===== src/hw/rtl/ldsw_pkg.sv =====
// Shared types, command codes and byte constants for the display digit writer.
package ldsw_pkg;

  localparam logic CmdShow = 1'b0;
  localparam logic CmdTick = 1'b1;

  localparam logic CfgBrightness  = 1'b0;
  localparam logic CfgPointEnable = 1'b1;

  localparam logic [7:0] ByteFixedAddr = 8'h44;
  localparam logic [7:0] ByteAddrBase  = 8'hC0;
  localparam logic [7:0] ByteDispCtrl  = 8'h88;
  localparam logic [7:0] SegPoint      = 8'h80;

  // One classified input beat as it travels through the queue.
  typedef struct packed {
    logic       is_tick;
    logic [1:0] position;
    logic [7:0] segments;
    logic       dio_in;
  } item_t;

  // One result beat as produced by the sequencer.
  typedef struct packed {
    logic clk_level;
    logic dio_level;
    logic dio_drive;
    logic busy;
    logic ack_timeout;
    logic sequence_done;
  } result_t;

  function automatic logic [7:0] seg_encode(input logic [3:0] digit, input logic blank,
                                            input logic point);
    logic [7:0] seg;
    seg = 8'h00;
    if (!blank) begin
      case (digit)
        4'd0:    seg = 8'h3F;
        4'd1:    seg = 8'h06;
        4'd2:    seg = 8'h5B;
        4'd3:    seg = 8'h4F;
        4'd4:    seg = 8'h66;
        4'd5:    seg = 8'h6D;
        4'd6:    seg = 8'h7D;
        4'd7:    seg = 8'h07;
        4'd8:    seg = 8'h7F;
        4'd9:    seg = 8'h6F;
        default: seg = 8'h00;
      endcase
    end
    if (point) begin
      seg = seg | SegPoint;
    end
    return seg;
  endfunction

endpackage


===== src/hw/rtl/ldsw_front.sv =====
// Front end: classifies an input beat and encodes a digit to segment form.
module ldsw_front (
  input  logic                command_i,
  input  logic [1:0]          position_i,
  input  logic [3:0]          digit_i,
  input  logic                blank_i,
  input  logic                dio_in_i,
  input  logic                point_enable_i,
  output ldsw_pkg::item_t     item_o
);

  always_comb begin
    item_o.is_tick  = (command_i == ldsw_pkg::CmdTick);
    item_o.position = position_i;
    item_o.segments = ldsw_pkg::seg_encode(digit_i, blank_i, point_enable_i);
    item_o.dio_in   = dio_in_i;
  end

endmodule


===== src/hw/rtl/ldsw_queue.sv =====
// Two-entry queue that decouples the front end from the pin sequencer.
module ldsw_queue (
  input  logic            clk_i,
  input  logic            rst_ni,
  input  logic            push_valid_i,
  output logic            push_ready_o,
  input  ldsw_pkg::item_t push_item_i,
  output logic            pop_valid_o,
  input  logic            pop_i,
  output ldsw_pkg::item_t pop_item_o
);

  ldsw_pkg::item_t mem_q [2];
  logic            wr_ptr_q, wr_ptr_d;
  logic            rd_ptr_q, rd_ptr_d;
  logic [1:0]      count_q, count_d;
  logic            push, pop;

  assign push_ready_o = (count_q != 2'd2);
  assign pop_valid_o  = (count_q != 2'd0);
  assign pop_item_o   = mem_q[rd_ptr_q];
  assign push         = push_valid_i && push_ready_o;
  assign pop          = pop_i && pop_valid_o;

  always_comb begin
    wr_ptr_d = push ? ~wr_ptr_q : wr_ptr_q;
    rd_ptr_d = pop ? ~rd_ptr_q : rd_ptr_q;
    count_d  = count_q;
    if (push && !pop) begin
      count_d = count_q + 2'd1;
    end else if (pop && !push) begin
      count_d = count_q - 2'd1;
    end
  end

  always_ff @(posedge clk_i or negedge rst_ni) begin
    if (!rst_ni) begin
      wr_ptr_q <= 1'b0;
      rd_ptr_q <= 1'b0;
      count_q  <= 2'd0;
    end else begin
      wr_ptr_q <= wr_ptr_d;
      rd_ptr_q <= rd_ptr_d;
      count_q  <= count_d;
    end
  end

  always_ff @(posedge clk_i) begin
    if (push) begin
      mem_q[wr_ptr_q] <= push_item_i;
    end
  end

endmodule


===== src/hw/rtl/ldsw_back.sv =====
// Back end: pin step sequencer for the three display frames, with result register.
module ldsw_back #(
  parameter int unsigned ACK_LIMIT = 200
) (
  input  logic              clk_i,
  input  logic              rst_ni,
  input  logic              item_valid_i,
  input  ldsw_pkg::item_t   item_i,
  output logic              item_pop_o,
  input  logic [2:0]        brightness_i,
  output logic              res_valid_o,
  input  logic              res_ready_i,
  output ldsw_pkg::result_t res_o
);

  localparam int unsigned AckCntW = $clog2(ACK_LIMIT + 1);

  localparam logic [4:0] PhIdle    = 5'd0;
  localparam logic [4:0] PhStartA  = 5'd1;
  localparam logic [4:0] PhStartB  = 5'd2;
  localparam logic [4:0] PhStartC  = 5'd3;
  localparam logic [4:0] PhStartD  = 5'd4;
  localparam logic [4:0] PhBitLow  = 5'd5;
  localparam logic [4:0] PhBitData = 5'd6;
  localparam logic [4:0] PhBitHigh = 5'd7;
  localparam logic [4:0] PhAckLow  = 5'd8;
  localparam logic [4:0] PhAckDhi  = 5'd9;
  localparam logic [4:0] PhAckHigh = 5'd10;
  localparam logic [4:0] PhAckRel  = 5'd11;
  localparam logic [4:0] PhAckWait = 5'd12;
  localparam logic [4:0] PhStopA   = 5'd13;
  localparam logic [4:0] PhStopB   = 5'd14;
  localparam logic [4:0] PhStopC   = 5'd15;
  localparam logic [4:0] PhStopD   = 5'd16;

  logic [4:0]         phase_q, phase_d;
  logic [2:0]         frame_q, frame_d;
  logic [2:0]         bit_q, bit_d;
  logic [7:0]         shift_q, shift_d;
  logic [AckCntW-1:0] ack_cnt_q, ack_cnt_d;
  logic [AckCntW-1:0] ack_cnt_inc;
  logic [1:0]         pos_q, pos_d;
  logic [7:0]         seg_q, seg_d;
  logic               clk_q, clk_d;
  logic               dio_q, dio_d;
  logic               drv_q, drv_d;
  logic               out_valid_q, out_valid_d;
  ldsw_pkg::result_t  res_q, res_d;
  logic               take, timeout, done;
  logic [2:0]         frame_inc;

  function automatic logic [7:0] byte_sel(input logic [2:0] idx, input logic [1:0] pos,
                                          input logic [7:0] segs, input logic [2:0] bright);
    logic [7:0] b;
    case (idx)
      3'd0:    b = ldsw_pkg::ByteFixedAddr;
      3'd1:    b = ldsw_pkg::ByteAddrBase | {6'd0, pos};
      3'd2:    b = segs;
      3'd3:    b = ldsw_pkg::ByteDispCtrl + {5'd0, bright};
      default: b = 8'h00;
    endcase
    return b;
  endfunction

  // A show beat never waits on the result side; a tick needs a free result slot.
  assign take        = item_valid_i && (!item_i.is_tick || !out_valid_q || res_ready_i);
  assign item_pop_o  = take;
  assign ack_cnt_inc = ack_cnt_q + AckCntW'(1);
  assign frame_inc   = frame_q + 3'd1;

  always_comb begin
    phase_d   = phase_q;
    frame_d   = frame_q;
    bit_d     = bit_q;
    shift_d   = shift_q;
    ack_cnt_d = ack_cnt_q;
    pos_d     = pos_q;
    seg_d     = seg_q;
    clk_d     = clk_q;
    dio_d     = dio_q;
    drv_d     = drv_q;
    timeout   = 1'b0;
    done      = 1'b0;

    if (take && !item_i.is_tick) begin
      if (phase_q == PhIdle) begin
        pos_d   = item_i.position;
        seg_d   = item_i.segments;
        frame_d = 3'd0;
        phase_d = PhStartA;
      end
    end else if (take) begin
      case (phase_q)
        PhIdle:   phase_d = PhIdle;
        PhStartA: begin clk_d = 1'b1; phase_d = PhStartB; end
        PhStartB: begin dio_d = 1'b1; phase_d = PhStartC; end
        PhStartC: begin dio_d = 1'b0; phase_d = PhStartD; end
        PhStartD: begin
          clk_d   = 1'b0;
          shift_d = byte_sel(frame_q, pos_q, seg_q, brightness_i);
          bit_d   = 3'd0;
          phase_d = PhBitLow;
        end
        PhBitLow: begin clk_d = 1'b0; phase_d = PhBitData; end
        PhBitData: begin
          dio_d   = shift_q[0];
          shift_d = {1'b0, shift_q[7:1]};
          phase_d = PhBitHigh;
        end
        PhBitHigh: begin
          clk_d = 1'b1;
          if (bit_q == 3'd7) begin
            phase_d = PhAckLow;
          end else begin
            bit_d   = bit_q + 3'd1;
            phase_d = PhBitLow;
          end
        end
        PhAckLow:  begin clk_d = 1'b0; phase_d = PhAckDhi; end
        PhAckDhi:  begin dio_d = 1'b1; phase_d = PhAckHigh; end
        PhAckHigh: begin clk_d = 1'b1; phase_d = PhAckRel; end
        PhAckRel: begin
          drv_d     = 1'b0;
          ack_cnt_d = '0;
          phase_d   = PhAckWait;
        end
        PhAckWait: begin
          if (!item_i.dio_in || (ack_cnt_inc >= AckCntW'(ACK_LIMIT))) begin
            drv_d     = 1'b1;
            ack_cnt_d = '0;
            if (item_i.dio_in) begin
              // No acknowledge in time: pull the line low ourselves.
              dio_d   = 1'b0;
              timeout = 1'b1;
            end
            frame_d = frame_inc;
            // The address byte runs straight into the segment byte.
            if (frame_inc == 3'd2) begin
              shift_d = byte_sel(frame_inc, pos_q, seg_q, brightness_i);
              bit_d   = 3'd0;
              phase_d = PhBitLow;
            end else begin
              phase_d = PhStopA;
            end
          end else begin
            ack_cnt_d = ack_cnt_inc;
          end
        end
        PhStopA: begin clk_d = 1'b0; phase_d = PhStopB; end
        PhStopB: begin dio_d = 1'b0; phase_d = PhStopC; end
        PhStopC: begin clk_d = 1'b1; phase_d = PhStopD; end
        PhStopD: begin
          dio_d = 1'b1;
          if (frame_q >= 3'd4) begin
            frame_d = 3'd0;
            phase_d = PhIdle;
            done    = 1'b1;
          end else begin
            phase_d = PhStartA;
          end
        end
        default: phase_d = PhIdle;
      endcase
    end

    res_d.clk_level     = clk_d;
    res_d.dio_level     = dio_d;
    res_d.dio_drive     = drv_d;
    res_d.busy          = (phase_d != PhIdle);
    res_d.ack_timeout   = timeout;
    res_d.sequence_done = done;

    if (take && item_i.is_tick) begin
      out_valid_d = 1'b1;
    end else if (res_ready_i) begin
      out_valid_d = 1'b0;
    end else begin
      out_valid_d = out_valid_q;
    end
  end

  always_ff @(posedge clk_i or negedge rst_ni) begin
    if (!rst_ni) begin
      phase_q     <= PhIdle;
      frame_q     <= 3'd0;
      bit_q       <= 3'd0;
      shift_q     <= 8'd0;
      ack_cnt_q   <= '0;
      pos_q       <= 2'd0;
      seg_q       <= 8'd0;
      clk_q       <= 1'b1;
      dio_q       <= 1'b1;
      drv_q       <= 1'b1;
      out_valid_q <= 1'b0;
    end else begin
      phase_q     <= phase_d;
      frame_q     <= frame_d;
      bit_q       <= bit_d;
      shift_q     <= shift_d;
      ack_cnt_q   <= ack_cnt_d;
      pos_q       <= pos_d;
      seg_q       <= seg_d;
      clk_q       <= clk_d;
      dio_q       <= dio_d;
      drv_q       <= drv_d;
      out_valid_q <= out_valid_d;
    end
  end

  always_ff @(posedge clk_i) begin
    if (take && item_i.is_tick) begin
      res_q <= res_d;
    end
  end

  assign res_valid_o = out_valid_q;
  assign res_o       = res_q;

endmodule


===== src/hw/rtl/led_display_digit_serial_writer.sv =====
// Top level of the display digit writer: config registers, front end, queue, sequencer.
// A tick beat passes through the queue, then the result register, to its result beat.
// Throughput: one beat per cycle, set by the single-step sequencer and the two-entry queue,
// unless a tick waits on a full, unread result register. A show beat yields no result and
// never waits on the result side. Reset is asynchronous and active low: sequencer idle,
// pins high and driven, brightness 2, point enabled, queue and result register empty.
module led_display_digit_serial_writer #(
  parameter int unsigned ACK_LIMIT = 200
) (
  input  logic       clk_i,
  input  logic       rst_ni,
  input  logic       cfg_we_i,
  input  logic       cfg_index_i,
  input  logic [2:0] cfg_data_i,
  input  logic       in_valid_i,
  output logic       in_ready_o,
  input  logic       command_i,
  input  logic [1:0] position_i,
  input  logic [3:0] digit_i,
  input  logic       blank_i,
  input  logic       dio_in_i,
  output logic       out_valid_o,
  input  logic       out_ready_i,
  output logic       clk_level_o,
  output logic       dio_level_o,
  output logic       dio_drive_o,
  output logic       busy_res_o,
  output logic       ack_timeout_o,
  output logic       sequence_done_o
);

  logic [2:0]        brightness_q;
  logic              point_enable_q;
  ldsw_pkg::item_t   front_item;
  ldsw_pkg::item_t   queue_item;
  logic              queue_valid;
  logic              queue_pop;
  ldsw_pkg::result_t result;

  always_ff @(posedge clk_i or negedge rst_ni) begin
    if (!rst_ni) begin
      brightness_q   <= 3'd2;
      point_enable_q <= 1'b1;
    end else if (cfg_we_i) begin
      case (cfg_index_i)
        ldsw_pkg::CfgBrightness:  brightness_q   <= cfg_data_i;
        ldsw_pkg::CfgPointEnable: point_enable_q <= cfg_data_i[0];
        default: ;
      endcase
    end
  end

  ldsw_front u_front (
    .command_i      (command_i),
    .position_i     (position_i),
    .digit_i        (digit_i),
    .blank_i        (blank_i),
    .dio_in_i       (dio_in_i),
    .point_enable_i (point_enable_q),
    .item_o         (front_item)
  );

  ldsw_queue u_queue (
    .clk_i        (clk_i),
    .rst_ni       (rst_ni),
    .push_valid_i (in_valid_i),
    .push_ready_o (in_ready_o),
    .push_item_i  (front_item),
    .pop_valid_o  (queue_valid),
    .pop_i        (queue_pop),
    .pop_item_o   (queue_item)
  );

  ldsw_back #(
    .ACK_LIMIT (ACK_LIMIT)
  ) u_back (
    .clk_i        (clk_i),
    .rst_ni       (rst_ni),
    .item_valid_i (queue_valid),
    .item_i       (queue_item),
    .item_pop_o   (queue_pop),
    .brightness_i (brightness_q),
    .res_valid_o  (out_valid_o),
    .res_ready_i  (out_ready_i),
    .res_o        (result)
  );

  assign clk_level_o     = result.clk_level;
  assign dio_level_o     = result.dio_level;
  assign dio_drive_o     = result.dio_drive;
  assign busy_res_o      = result.busy;
  assign ack_timeout_o   = result.ack_timeout;
  assign sequence_done_o = result.sequence_done;

  // A forced acknowledge always leaves the line driven low in mid-sequence.
  assert property (@(posedge clk_i) disable iff (!rst_ni)
    out_valid_o && ack_timeout_o |-> dio_drive_o && !dio_level_o && busy_res_o)
    else $error("timeout beat with wrong pin state");

  // Whenever the sequencer is idle the bus rests with both lines high and driven.
  assert property (@(posedge clk_i) disable iff (!rst_ni)
    out_valid_o && !busy_res_o |-> clk_level_o && dio_level_o && dio_drive_o)
    else $error("idle beat with bus not at rest");

  // The closing step of a sequence leaves the sequencer idle and never times out.
  assert property (@(posedge clk_i) disable iff (!rst_ni)
    out_valid_o && sequence_done_o |-> !busy_res_o && !ack_timeout_o)
    else $error("done beat while still busy");

endmodule


===== config.mk =====
export PLATFORM = sky130hd
export DESIGN_NAME = led_display_digit_serial_writer
export DESIGN_NICKNAME = d
export VERILOG_FILES = /design/src/hw/rtl/ldsw_pkg.sv /design/src/hw/rtl/ldsw_front.sv /design/src/hw/rtl/ldsw_queue.sv /design/src/hw/rtl/ldsw_back.sv /design/src/hw/rtl/led_display_digit_serial_writer.sv
export SDC_FILE = /design/constraint.sdc
export NUM_CORES = 1
export LEC_CHECK = 0
export BUFFER_PORTS_ARGS = -buffer_cell sky130_fd_sc_hd__buf_2
export CORE_ASPECT_RATIO = 0.5
export CORE_MARGIN = 4
export CORE_UTILIZATION = 60
export CTS_BUF_LIST = sky130_fd_sc_hd__clkbuf_4 sky130_fd_sc_hd__clkbuf_8 sky130_fd_sc_hd__clkbuf_16
export CTS_CLUSTER_DIAMETER = 60
export DETAILED_ROUTE_END_ITERATION = 10
export HOLD_SLACK_MARGIN = 0.06
export PLACE_DENSITY_LB_ADDON = 0.05
export SETUP_SLACK_MARGIN = 0.4
export SYNTH_ARGS = -nofsm -noshare
export SYNTH_HDL_FRONTEND = slang
export SYNTH_SLANG_ARGS = --single-unit

===== constraint.sdc =====
create_clock -name clk_i -period 3.9 [get_ports clk_i]
set_clock_uncertainty 0.1 [all_clocks]
set_input_delay 0.39 -clock clk_i [delete_from_list [all_inputs] [get_ports clk_i]]
set_output_delay 0.39 -clock clk_i [all_outputs]
set_load 0.1 [all_outputs]

---- Yosys cells after proc, flatten, opt, wreduce, memory -nomap -nowiden ----
Memories as Yosys holds them, arrays and structs flattened.
Index checks and enable logic that the tools add are counted.
word-level totals
  word-level logic and storage cells ...... 153
  memory bits (writable) .................. 24
  memories ................................ 2
  register bits after elaboration ......... 55
  bits in read-only memories .............. 112
cells by class
  magnitude comparators ................... 2
  equality and inequality tests ........... 28
  multiplexer cells ....................... 46
  bitwise operators ....................... 8
  add/subtract/negate cells ............... 6
  reductions and logical operators ........ 39
memories
  name             depth  bits a word  read ports  clocked after Yosys merged registers in  wr ports  RTL line          RTL
  (no name shown)  16     7            1           0                                        0         ldsw_pkg.sv:38    case (digit)
  u_queue.mem_q    2      12           1           0                                        1         ldsw_queue.sv:13  ldsw_pkg::item_t mem_q [2];
operators by type and width
  operator                                                  number
  one-hot mux 5 bit (16 select lines)                       1
  equality test 5 x 4 -> 1 bit, second input constant       8
  two-way mux 8 bit                                         5
  one-hot mux 8 bit (4 select lines)                        1
  two-way mux 3 bit                                         8
  one-hot mux 8 bit (3 select lines)                        1
  equality test 5 x 3 -> 1 bit, second input constant       4
  two-way mux 5 bit                                         4
  two-way mux 1 bit                                         16
  one-hot mux 8 bit (2 select lines)                        1
  OR reduction 4 bit                                        3
  equality test 5 x 2 -> 1 bit, second input constant       2
  AND reduction 5 bit                                       2
  nonzero test 2 bit                                        5
  equality test 3 x 2 -> 1 bit, second input constant       3
  one-hot mux 3 bit (3 select lines)                        1
  nonzero test 3 bit                                        3
  adder 8 x 1 -> 8 bit, second input constant               1
  adder 8 x 3 -> 8 bit, first input constant                1
  greater-or-equal comparator 8 bit, second input constant  1
  two-way mux 4 bit                                         2
  NOT 1 bit                                                 8
  logical AND 1 bit                                         7
  adder 3 x 1 -> 3 bit, second input constant               2
  other kinds (24)                                          39

---- Logic depth before layout (Yosys ltp) ----
Gate-level depths: netlist of run 1.
An unclocked memory read counts as a cell.
  depth after elaboration ................. 9
  gate-level depth with buffers ........... 9

---- By module ----
Synthesis of run 1 repeated with hierarchy kept, for this count alone.
second synthesis, totals
  cell total of the unflattened synthesis .. 391
  area total of the unflattened synthesis .. 4240.3 µm²
by module, submodules not included
  module                           cells each  instances  area each (µm²)
  ldsw_back                        290         1          2713.9
  ldsw_queue                       55          1          1078.5
  ldsw_front                       36          1          267.8
  led_display_digit_serial_writer  10          1          180.2

---- Worst setup path after synthesis of run 1 ----
No wires, ideal clock.
  path kind ............................... register to register
  start point ............................. register u_back.out_valid_q, in the netlist u_back.res_valid_o
  end point ............................... register u_back.res_q, in the netlist u_back.res_o[2], data pin
  period minus slack after synthesis ...... 2578 ps
  slack ................................... 1322 ps
  data arrival time ....................... 2208 ps
  library setup time ...................... 270 ps
  required time ........................... 3530 ps
  stages on the path, launching flop included .. 8
  path through ............................ dfrtp_1 -> nor2b_1 -> or3_4 -> clkbuf_1 -> nor2_1 -> nor3b_1 -> a2bb2oi_1 -> nand3_1
RTL lines
  element                 RTL line          RTL
  from (decl)             ldsw_back.sv:47   logic out_valid_q, out_valid_d;
  from (signal assigned)  ldsw_back.sv:206  out_valid_q <= out_valid_d;
  to (signal assigned)    ldsw_back.sv:212  res_q <= res_d;
  to (decl)               ldsw_back.sv:48   ldsw_pkg::result_t res_q, res_d;

---- Worst setup path in the final report of run 1 ----
  start point ............................. register u_back.phase_q[2]
  end point ............................... register u_back.frame_q[1]
on the way
  word-level cells in the longest chain between the ends .. 4
ends and longest elaborated chain
  element                                                                     RTL line          RTL
  from (decl)                                                                 ldsw_back.sv:36   logic [4:0] phase_q, phase_d;
  from (signal assigned)                                                      ldsw_back.sv:184  phase_q <= PhIdle;
  from (signal assigned)                                                      ldsw_back.sv:196  phase_q <= phase_d;
  equality test 5 bit / equality test 5 x 4 -> 1 bit (equally long branches)  ldsw_back.sv:93   case (phase_q)
  one-hot mux 3 bit (2 select lines)                                          ldsw_back.sv:93
  two-way mux 3 bit                                                           ldsw_back.sv:92   end else if (take) begin
  two-way mux 3 bit                                                           ldsw_back.sv:85   if (take && !item_i.is_tick) begin
  to (signal assigned)                                                        ldsw_back.sv:197  frame_q <= frame_d;
  to (decl)                                                                   ldsw_back.sv:37   logic [2:0] frame_q, frame_d;
Parallel ways exist; a longest one is shown, timed or not. The select of a mux whose other input is x is not followed.
A chain may end at the register's enable or synchronous reset.

==> results_dict.tcl, run 1 <==
set metrics [dict create \
    drtPass1Iterations 5 \
    synth_cell_types 61 \
    critPathCaptureType "flip-flop" \
    r2r-end "u_back.frame_q[1]" \
    clkPwrFrac_pct 24.1 \
    synth-seq-cells 79 \
    grt_pass1_vias 2959 \
    worst_pin_slew_ps 1120 \
    status "finished, final reports clean" \
    finalSetupViolCount 0 \
    synth_area_mm2 0.00414 \
    maxCapViolations 0 \
    die_area_mm2 0.00838 \
    drt_wl_total_um 8790 \
    die_y_um 66.7 \
    drv_slew 0 \
    critical_path_depth 6 \
    critPathSlowestCell "and4bb_2" \
    cp.arrival_ps 2900 \
    fill_cells 511 \
    r2r_start "u_back.phase_q[2]" \
    rrSetupSlack_ps 1090 \
    drtIter0Drc 364 \
    die_w_um 125 \
    worstPathRequired_ps 3990 \
    rr_worst_depth 6 \
    synth_ff_type "dfrtp_1" \
    crit_type "flip-flop to flip-flop" \
    async_reset_ff_share_pct 62.0 \
    clock_path_buffers 2 \
    fin_crit_sh_pct 71.9 \
    post_cts_hold_buffer_count 0 \
    worstSetupStartpointType "flip-flop" \
    vias_per_cell 5.98 \
    drive_above_1_share_pct 14.6 \
    p_comb_share_pct 36.0 \
    crit_family "simple AND/OR/NAND/NOR gates" \
    place_congestion 0.942 \
    ant_nets 0 \
    cts_resized 0 \
    grt_pass1_wl_um 14800 \
    overflow 0 \
    start_util_pct 61.8 \
    max_stage_delay_ps 630 \
    hold_end "u_queue.mem_q[1][10]" \
    fmax_mhz 356 \
    remaining_drc_errors 0 \
    synth_cells 401 \
    clock_sinks 79 \
    hp-start "position_i[1]" \
    cellInternalPower_mw 2.08 \
    cts_tree "built" \
    leakage_nw 1.89 \
    hold_viol_final 0 \
    slew_headroom_pct 25.4 \
    synth_fp_nets 434 \
    hold_depth 1 \
    pwr-share-seq_pct 39.9 \
    yosysMostFrequentCell "dfrtp_1" \
    grt_usage_pct 22.9 \
    port_buffers 25 \
    critPathBufInv 0 \
    wl_per_cell_um 17.0 \
    area_delta_synth_final_pct 11.5 \
    ir_worst_vdd_mv 0.376 \
    synth-edff-count 30 \
    fin_crit_ps 2810 \
    clkTransAtPathRegs_ps 60 \
    crit_chain "nor4_1 -> and4bb_2 -> a21oi_1 -> a21boi_0 -> o21ai_0 -> o22ai_1" \
    vias 3088 \
    insertion_delay_ps 340 \
    diodes 0 \
    swShare_pct 40.7 \
    cts_setup_buffers 0 \
    p_total_mw 3.52 \
    synth_top_area_share_pct 26.6 \
    core_area_mm2 0.00670 \
    synth_area_per_cell_um2 10.3 \
    antenna_found_initial 0 \
    pin_count 26 \
    cts-root-buf "clkbuf_16" \
    post-dp-hpwl_um 6140 \
    rows 21 \
    synth.area.top_cells "dfrtp_1, edfxtp_1, a21oi_1" \
    ys_warn_count 0 \
    finalSetupTns_ps 0 \
    p_switching_mw 1.43 \
    layout.nets 452 \
    cp_max_fo 22 \
    grt_max_degree 50 \
    powerDensity_mw_per_mm2 762 \
    rsz0062_at_grt "false" \
    hold_path.class "input pin to flip-flop" \
    numCtsBuffers 9 \
    h-tree-depth 3 \
    ys_seq_area_share_pct 51.5 \
    synth.cells.most_frequent "dfrtp_1, a21oi_1, nand2_1" \
    yosysTopAreaCell "dfrtp_1" \
]
how the worst max path moves through the flow:
stage	start	slack (ps)	to
2_1_floorplan	u_back.res_valid_o	1320	u_back.res_o[2]
3_3_place_gp	u_back.phase_q[2]	1310	u_back.frame_q[1]
3_5_place_dp	u_back.phase_q[2]	1180	u_back.frame_q[1]
4_1_cts	u_back.phase_q[2]	1170	u_back.frame_q[1]
5_1_grt	u_back.phase_q[2]	820	u_back.frame_q[1]
6_report	u_back.phase_q[2]	1090	u_back.frame_q[1]
sequential cells by signal (all words and copies together) (netlist names), 3 cells and up:
name              count
u_queue.mem_q        24
u_back.ack_cnt_q      8
u_back.seg_q          8
u_back.shift_q        8
u_back.res_o          6
u_back.phase_q        5
brightness_q          3
u_back.bit_q          3
u_back.frame_q        3
cells by family (layout without fill, tap and decap cells):
| family | Yosys count | count (layout) | synth area share (%) |
|---|---|---|---|
| multiplexers | 26 | 26 | 6.59 |
| adder cells (fa/ha/maj) | 15 | 15 | 4.53 |
| AO/OA/AOI/OAI | 110 | 110 | 16.9 |
| flip-flops | 79 | 79 | 51.5 |
| AND/OR/NAND/NOR | 124 | 124 | 15.1 |
| XOR/XNOR | 7 | 7 | 1.48 |
| buffers and inverters | 40 | 63 | 3.90 |
layer usage:
metal  track usage, %  vias up  routed length (um)  part of all wire, %
met5                0        -                   0                    0
met4             7.57        0                 106                  1.2
met3             6.33       10                 458                  5.2
met2             37.5       87                4060                   46
met1             30.1     1486                4160                   47
li1                 -     1505                   -                    -
cells in the final DEF (no fill, tap or decap), types with 7 or more instances in the layout:
master | netlist | layout
a21oi_1 | 40 | 40
a31oi_1 | 11 | 11
buf_2 | 1 | 25
clkbuf_16 | 0 | 9
dfrtp_1 | 44 | 44
edfxtp_1 | 30 | 30
ha_1 | 15 | 15
inv_1 | 19 | 19
mux2i_1 | 18 | 18
nand2_1 | 35 | 35
nand2b_1 | 7 | 7
nand3_1 | 11 | 11
nor2_1 | 34 | 34
o21ai_0 | 19 | 19
power groups by stage:
| stage | clock [mW] | combinational, mW | sequential, mW |
|---|---|---|---|
| 4_1_cts | 0.863 | 1.26 | 1.40 |
| 3_3_place_gp | 0 | 1.23 | 1.40 |
| 2_1_floorplan | 0 | 0.911 | 1.48 |
| 5_1_grt | 0.904 | 1.40 | 1.44 |
| 6_report | 0.849 | 1.26 | 1.40 |
| 3_5_place_dp | 0 | 1.25 | 1.41 |
layout make-up:
| cell class | instances | area, um2 | area share (%) |
|---|---|---|---|
| clock buffers | 9 | 225 | 4.88 |
| clock inverters | 7 | 80.1 | 1.73 |
| inverters | 20 | 75.1 | 1.63 |
| multi-input cells | 282 | 1850 | 40.0 |
| flip-flops and latches | 79 | 2130 | 46.2 |
| well taps | 92 | 115 | 2.49 |
| repair buffers | 27 | 140 | 3.04 |
worst register-to-register path: stages (launching register included):
cell,delay [ps]
dfrtp_1,600
nor4_1,600
and4bb_2,630
a21oi_1,120
a21boi_0,140
o21ai_0,320
o22ai_1,150
metrics by stage:
stage / worst slack [ps] / std cells / cell area [um2] / hold slack (ps) / util, %
after floorplan: 1320 / 401 / 4140 / -5.59 / -
after global placement: 1310 / 500 / 4310 / 368 / 64.3
after detailed placement: 1180 / 500 / 4310 / 368 / 64.3
after CTS: 1170 / 516 / 4620 / 128 / 68.9
after global routing: 819 / 516 / 4620 / 127 / 68.9
final: 1090 / 516 / 4620 / 137 / 68.9
No activity file was read; power rests on OpenSTA's default activity.
==> run 2, diff against run 1 <==
Clock period 3.9 ns to 2.64 ns, I/O delays scaled along.
==> run 2 against run 1 <==
Flip-flop and latch count did not move. Critical path depth did not move. Hold slack got worse by 64 ps. Wire length rose by 5.8%. Non-clock buffer count rose by 34. Combinational power rose by 72%. Critical path type unchanged. Cell count rose by 6.8%. Utilization rose by 6.1 points. Design area rose by 8.9%. Via count rose by 6.6%. Largest power group is now combinational cells. Power rose by 62%. Clock power rose by 71%.
==> results_dict.tcl, run 2 (same netlist as run 1, synthesis figures left out) <==
set metrics [dict create \
    worstSetupStartpointType "flip-flop" \
    holdWs_ps 73.5 \
    final_common_cell "a21oi_1" \
    finish.utilization_pct 75.0 \
    area_delta_synth_final_pct 21.4 \
    final_cell_mix "a21oi_1, dfrtp_1, nand2_1" \
    hold_path.class "input pin to flip-flop" \
    die_y_um 66.7 \
    fmax_mhz 453 \
    vias_per_cell 5.98 \
    remaining_drc_errors 0 \
    placed_cell_area_mm2 0.00444 \
    grt_pass1_wl_um 15300 \
    drv_slew 0 \
    die_area_mm2 0.00838 \
    r2r_start "u_back.res_valid_o" \
    overflow 0 \
    critPathCaptureType "flip-flop" \
    dp_worst_setup_slack_ps 357 \
    critPathBufInv 0 \
    insertion_delay_ps 340 \
    rows 21 \
    hold_depth 2 \
    core_area_mm2 0.00670 \
    port_buffers 25 \
    stdcell_area_mm2 0.00503 \
    fin_crit_sh_pct 83.6 \
    cp.arrival_ps 2170 \
    status "finished, final reports clean" \
    powerDensity_mw_per_mm2 1130 \
    hp-start "cfg_data_i[0]" \
    antenna_found_initial 0 \
    vias 3293 \
    r2r-end "u_back.res_o[2]" \
    post-dp-hpwl_um 6190 \
    diodes 0 \
    h-tree-depth 3 \
    cp_max_fo 6 \
    cts-root-buf "clkbuf_16" \
    rsz0062_at_grt "true" \
    crit_family "simple AND/OR/NAND/NOR gates" \
    maxCapViolations 0 \
    finalSetupViolCount 0 \
    numCtsBuffers 9 \
    place_congestion 0.952 \
    grt_max_degree 36 \
    fin_cells 551 \
    start_util_pct 61.8 \
    rr_worst_depth 6 \
    p_total_mw 5.69 \
    slew_headroom_pct 47.2 \
    finalSetupTns_ps 0 \
    dpl.cell_count 515 \
    max_stage_delay_ps 480 \
    crit_type "flip-flop to flip-flop" \
    fin_crit_ps 2210 \
    grt_pass1_vias 3176 \
    clkTransAtPathRegs_ps 60 \
    pin_count 26 \
    largest_reg_flops 24 \
    critPathSlowestCell "dfrtp_4" \
    clock_path_buffers 2 \
    die_w_um 125 \
    leakage_nw 2.08 \
    grt_usage_pct 24.0 \
    hold_end "point_enable_q" \
    worstPathRequired_ps 2610 \
    worst_pin_slew_ps 791 \
    wl_per_cell_um 16.9 \
    layout.nets 487 \
    hold_viol_final 0 \
    drtPass1Iterations 6 \
    ant_nets 0 \
    top_register "u_queue.mem_q" \
    rrSetupSlack_ps 430 \
    drtIter0Drc 477 \
    ir_worst_vdd_mv 0.613 \
    drive_above_1_share_pct 23.5 \
    fin_ws_ps 432 \
    crit_chain "nor2b_4 -> or3_4 -> nor2_1 -> o21ai_0 -> a2bb2oi_1 -> nand3_1" \
    drt_wl_total_um 9300 \
    clock_sinks 79 \
    cts_tree "built" \
]
==> run 2: per-layer routing <==
| layer | share of wire (%) | global-route usage, % | vias to the layer above |
|---|---|---|---|
| met2 | 47 | 39.4 | 122 |
| met5 | 0 | 0 | - |
| met3 | 6.5 | 7.77 | 28 |
| met1 | 44 | 30.0 | 1572 |
| li1 | - | - | 1571 |
| met4 | 2.6 | 9.05 | 0 |
==> run 2: worst reg2reg max path: stages (launching register included) <==
cell,delay [ps]
dfrtp_4,480
nor2b_4,150
or3_4,460
nor2_1,270
o21ai_0,140
a2bb2oi_1,220
nand3_1,120
==> run 2: worst max path at each step <==
stage	from	end	depth (start not counted)
after CTS	u_queue.rd_ptr_q	u_back.ack_cnt_q[7]	7
after global placement	u_back.ack_cnt_q[0]	u_back.bit_q[0]	7
after floorplan	u_back.res_valid_o	u_back.res_o[2]	7
final	u_back.res_valid_o	u_back.res_o[2]	6
after global routing	u_back.phase_q[1]	u_back.res_o[4]	7
after detailed placement	u_back.phase_q[2]	u_back.frame_q[1]	6
==> run 2: cell type report <==
type | instances | area (um2)
flip-flops and latches | 79 | 2150
multi-input cells | 283 | 1920
fillers | 468 | 1670
repair buffers | 61 | 414
clock buffers | 9 | 225
clock inverters | 7 | 125
well taps | 92 | 115
inverters | 20 | 82.6
==> run 2: power breakdown <==
group | internal [mW] | switching [mW]
sequential | 1.73 | 0.340
combinational | 0.814 | 1.36
clock | 0.935 | 0.513
==> run 2: repair_timing <==
item	CTS	global route
hold buffers	7	0
cloned	0	2
buffers inserted	1	10
resized for setup	6	16
endpoints found under the setup margin	15	20
endpoints found under the hold margin	38	0
pin swaps	1	6
==> run 3, diff against run 2 <==
Settings changed: ABC_AREA from default to 1.
Clock period 2.64 ns to 2.05 ns, I/O delays scaled along.
==> run 3 against run 2 <==
The run now ends with setup timing left. Clock power rose by 13%. Die area fell by 3.7%. Sequential share of layout area decreased by 5.1 points. Wire length is 48% higher. Via count rose by 23%. Flip-flop and latch count did not move. Setup slack worse by 570 ps. Critical endpoint is now u_back.frame_q[0]. Largest cell class unchanged.
==> results_dict.tcl, run 3 <==
set metrics [dict create \
    status "finished with violations" \
    failed_checks "setup timing" \
    synth_ff_type "dfrtp_1" \
    rows 20 \
    p_switching_mw 3.56 \
    async_reset_ff_share_pct 62.0 \
    place_congestion 0.892 \
    synth_area_per_cell_um2 9.11 \
    grt_pass1_vias 3567 \
    synth.area.top_cells "dfrtp_1, edfxtp_1, nand2_1" \
    post-dp-hpwl_um 6320 \
    slew_headroom_pct 66.5 \
    pin_count 26 \
    largest_reg_flops 24 \
    powerDensity_mw_per_mm2 1450 \
    yosysMostFrequentCell "nand2_1" \
    fin_crit_ps 2190 \
    critPathBufInv 1 \
    hold_path.class "input pin to asynchronous set/reset pin" \
    final_common_cell "nand2_1" \
    crit_family "simple AND/OR/NAND/NOR gates" \
    grt_usage_pct 28.1 \
    synth_cell_types 40 \
    critPathSlowestCell "dfrtp_1" \
    vias_per_cell 6.41 \
    fin_ws_ps -137 \
    core_area_mm2 0.00623 \
    cts_tree "built" \
    rrSetupSlack_ps -140 \
    synth_area_mm2 0.00397 \
    ir_worst_vdd_mv 1.29 \
    crit_chain "nand2_1 -> nor2_1 -> nand2_1 -> nand2_1 -> nand2_1 -> nor2_4 -> nand2_4 -> nand2_4 -> nand2_2 -> buf_4 -> nand2_1 -> nand3_1 -> nand3_1 -> o21ai_0" \
    ant_nets 0 \
    drtIter0Drc 583 \
    fmax_mhz 457 \
    worstSetupStartpointType "flip-flop" \
    r2r-end "u_back.frame_q[0]" \
    diodes 0 \
    grt_pass1_wl_um 17300 \
    pwr-share-seq_pct 31.5 \
    synth_cells 436 \
    finalSetupViolCount 18 \
    cellInternalPower_mw 4.74 \
    ys_warn_count 0 \
    max_stage_delay_ps 390 \
    worstPathRequired_ps 2170 \
    h-tree-depth 3 \
    worst_pin_slew_ps 497 \
    synth_fp_nets 469 \
    numCtsBuffers 9 \
    port_buffers 25 \
    cts-root-buf "clkbuf_16" \
    p_total_mw 8.29 \
    insertion_delay_ps 350 \
    drt_wl_total_um 13800 \
    cp_max_fo 3 \
    clkPwrFrac_pct 19.7 \
    top_register "u_queue.mem_q" \
    area_delta_synth_final_pct 43.6 \
    clock_path_buffers 2 \
    synth-edff-count 30 \
    dpl.cell_count 561 \
    remaining_drc_errors 0 \
    dp_worst_setup_slack_ps -5.75 \
    die_w_um 123 \
    die_y_um 65.5 \
    clkTransAtPathRegs_ps 60 \
    p_comb_share_pct 48.8 \
    rr_worst_depth 14 \
    critPathCaptureType "flip-flop" \
    finish.utilization_pct 91.5 \
    drtPass1Iterations 5 \
    synth.cells.most_frequent "nand2_1, inv_1, nor2_1" \
    synth-seq-cells 79 \
    maxCapViolations 0 \
    cpMostUsedCell "nand2_1" \
    drv_slew 0 \
    fin_cells 633 \
    drive_above_1_share_pct 40.6 \
    clock_sinks 79 \
    synth_top_area_share_pct 27.7 \
    crit_type "flip-flop to flip-flop" \
    leakage_nw 2.52 \
    antenna_found_initial 0 \
    rsz0062_at_grt "true" \
    vias 4056 \
    start_util_pct 63.7 \
    wl_per_cell_um 21.7 \
    cp.arrival_ps 2310 \
    ys_seq_area_share_pct 53.7 \
    final_cell_mix "nand2_1, inv_1, dfrtp_1" \
    fin_crit_sh_pct 107 \
    grt_max_degree 34 \
    yosysTopAreaCell "dfrtp_1" \
    hold_viol_final 0 \
    layout.nets 573 \
    die_area_mm2 0.00806 \
    fill_cells 202 \
    swShare_pct 42.9 \
    overflow 0 \
    r2r_start "u_back.ack_cnt_q[4]" \
]
==> run 3: cell count changes in the layout (fill, tap and decap cells not counted), sizes merged, moves of 5 or more <==
cell / delta
nand2: +66
buf: +32
inv: +30
a21oi: -22
nand3: +19
nor2: +19
mux2i: -18
o21ai: +14
nand2b: -7
or3: -7
nor2b: -6
a21o: -5
dlygate4sd3: +5
mux2: -5
==> run 3: layer usage <==
layer | vias up | global-route usage [%] | part of all wire [%]
li1 | 1680 | - | -
met1 | 1925 | 35.7 | 37
met3 | 96 | 8.00 | 10
met2 | 355 | 47.6 | 47
met4 | 0 | 8.00 | 5.4
met5 | - | 0 | 0
==> run 3: logic make-up after synthesis <==
group                      Yosys count  share of synthesized area (%)
and+or+nand+nor                    195                           21.4
DFF                                 79                           53.7
AOI/OAI and AO/OA                   81                           12.5
xor gates and xnor gates             4                          0.882
adders and majority gates           15                           4.73
muxes                                3                          0.819
buffers and inverters               59                           5.92
==> run 3: timing repair <==
item                                    4_1_cts  5_1_grt
gates cloned                                  2        0
endpoints found under the setup margin       43       50
setup buffers                                28       14
resized for setup                            63       96
hold buffers                                 12        0
hold endpoints to repair                     55        0
pin swaps                                    23       26
==> run 3: final cells by class <==
cell class	count	area (um2)	area share, %
Inverter	53	211	3.71
Multi-Input combinational cell	299	2080	36.4
Clock buffer	10	233	4.08
Clock inverter	6	68.8	1.21
Sequential cell	79	2140	37.6
Timing Repair Buffer	98	857	15.0
Tap cell	88	110	1.93
==> run 3: stage by stage <==
step / cell area (um2) / setup TNS (ps) / hold WS (ps)
after CTS: 5250 / 0 / 185
after global routing: 5700 / -3130 / 264
after floorplan: 4020 / -45.4 / -191
after global placement: 4370 / 0 / 53.7
after detailed placement: 4370 / -5.75 / 57.1
final: 5700 / -1400 / 237
==> run 3: power by group through the flow <==
stage / combinational [mW] / clock, mW / sequential (mW)
floorplan: 1.35 / 0 / 2.86
global route: 4.23 / 1.70 / 2.63
global placement: 2.33 / 0 / 2.48
finish: 4.05 / 1.64 / 2.61
detailed placement: 2.40 / 0 / 2.50
CTS: 3.05 / 1.62 / 2.49
==> run 3: how the worst max path moves through the flow <==
stage / from / endpoint / cells past startpoint
after detailed placement: u_back.ack_cnt_q[0] / u_back.res_o[2] / 14
after global routing: u_back.ack_cnt_q[0] / u_back.frame_q[0] / 14
after CTS: u_back.ack_cnt_q[0] / u_back.res_o[2] / 14
after floorplan: u_back.res_valid_o / u_back.res_o[2] / 9
final: u_back.ack_cnt_q[4] / u_back.frame_q[0] / 14
after global placement: u_back.ack_cnt_q[0] / u_back.shift_q[6] / 11
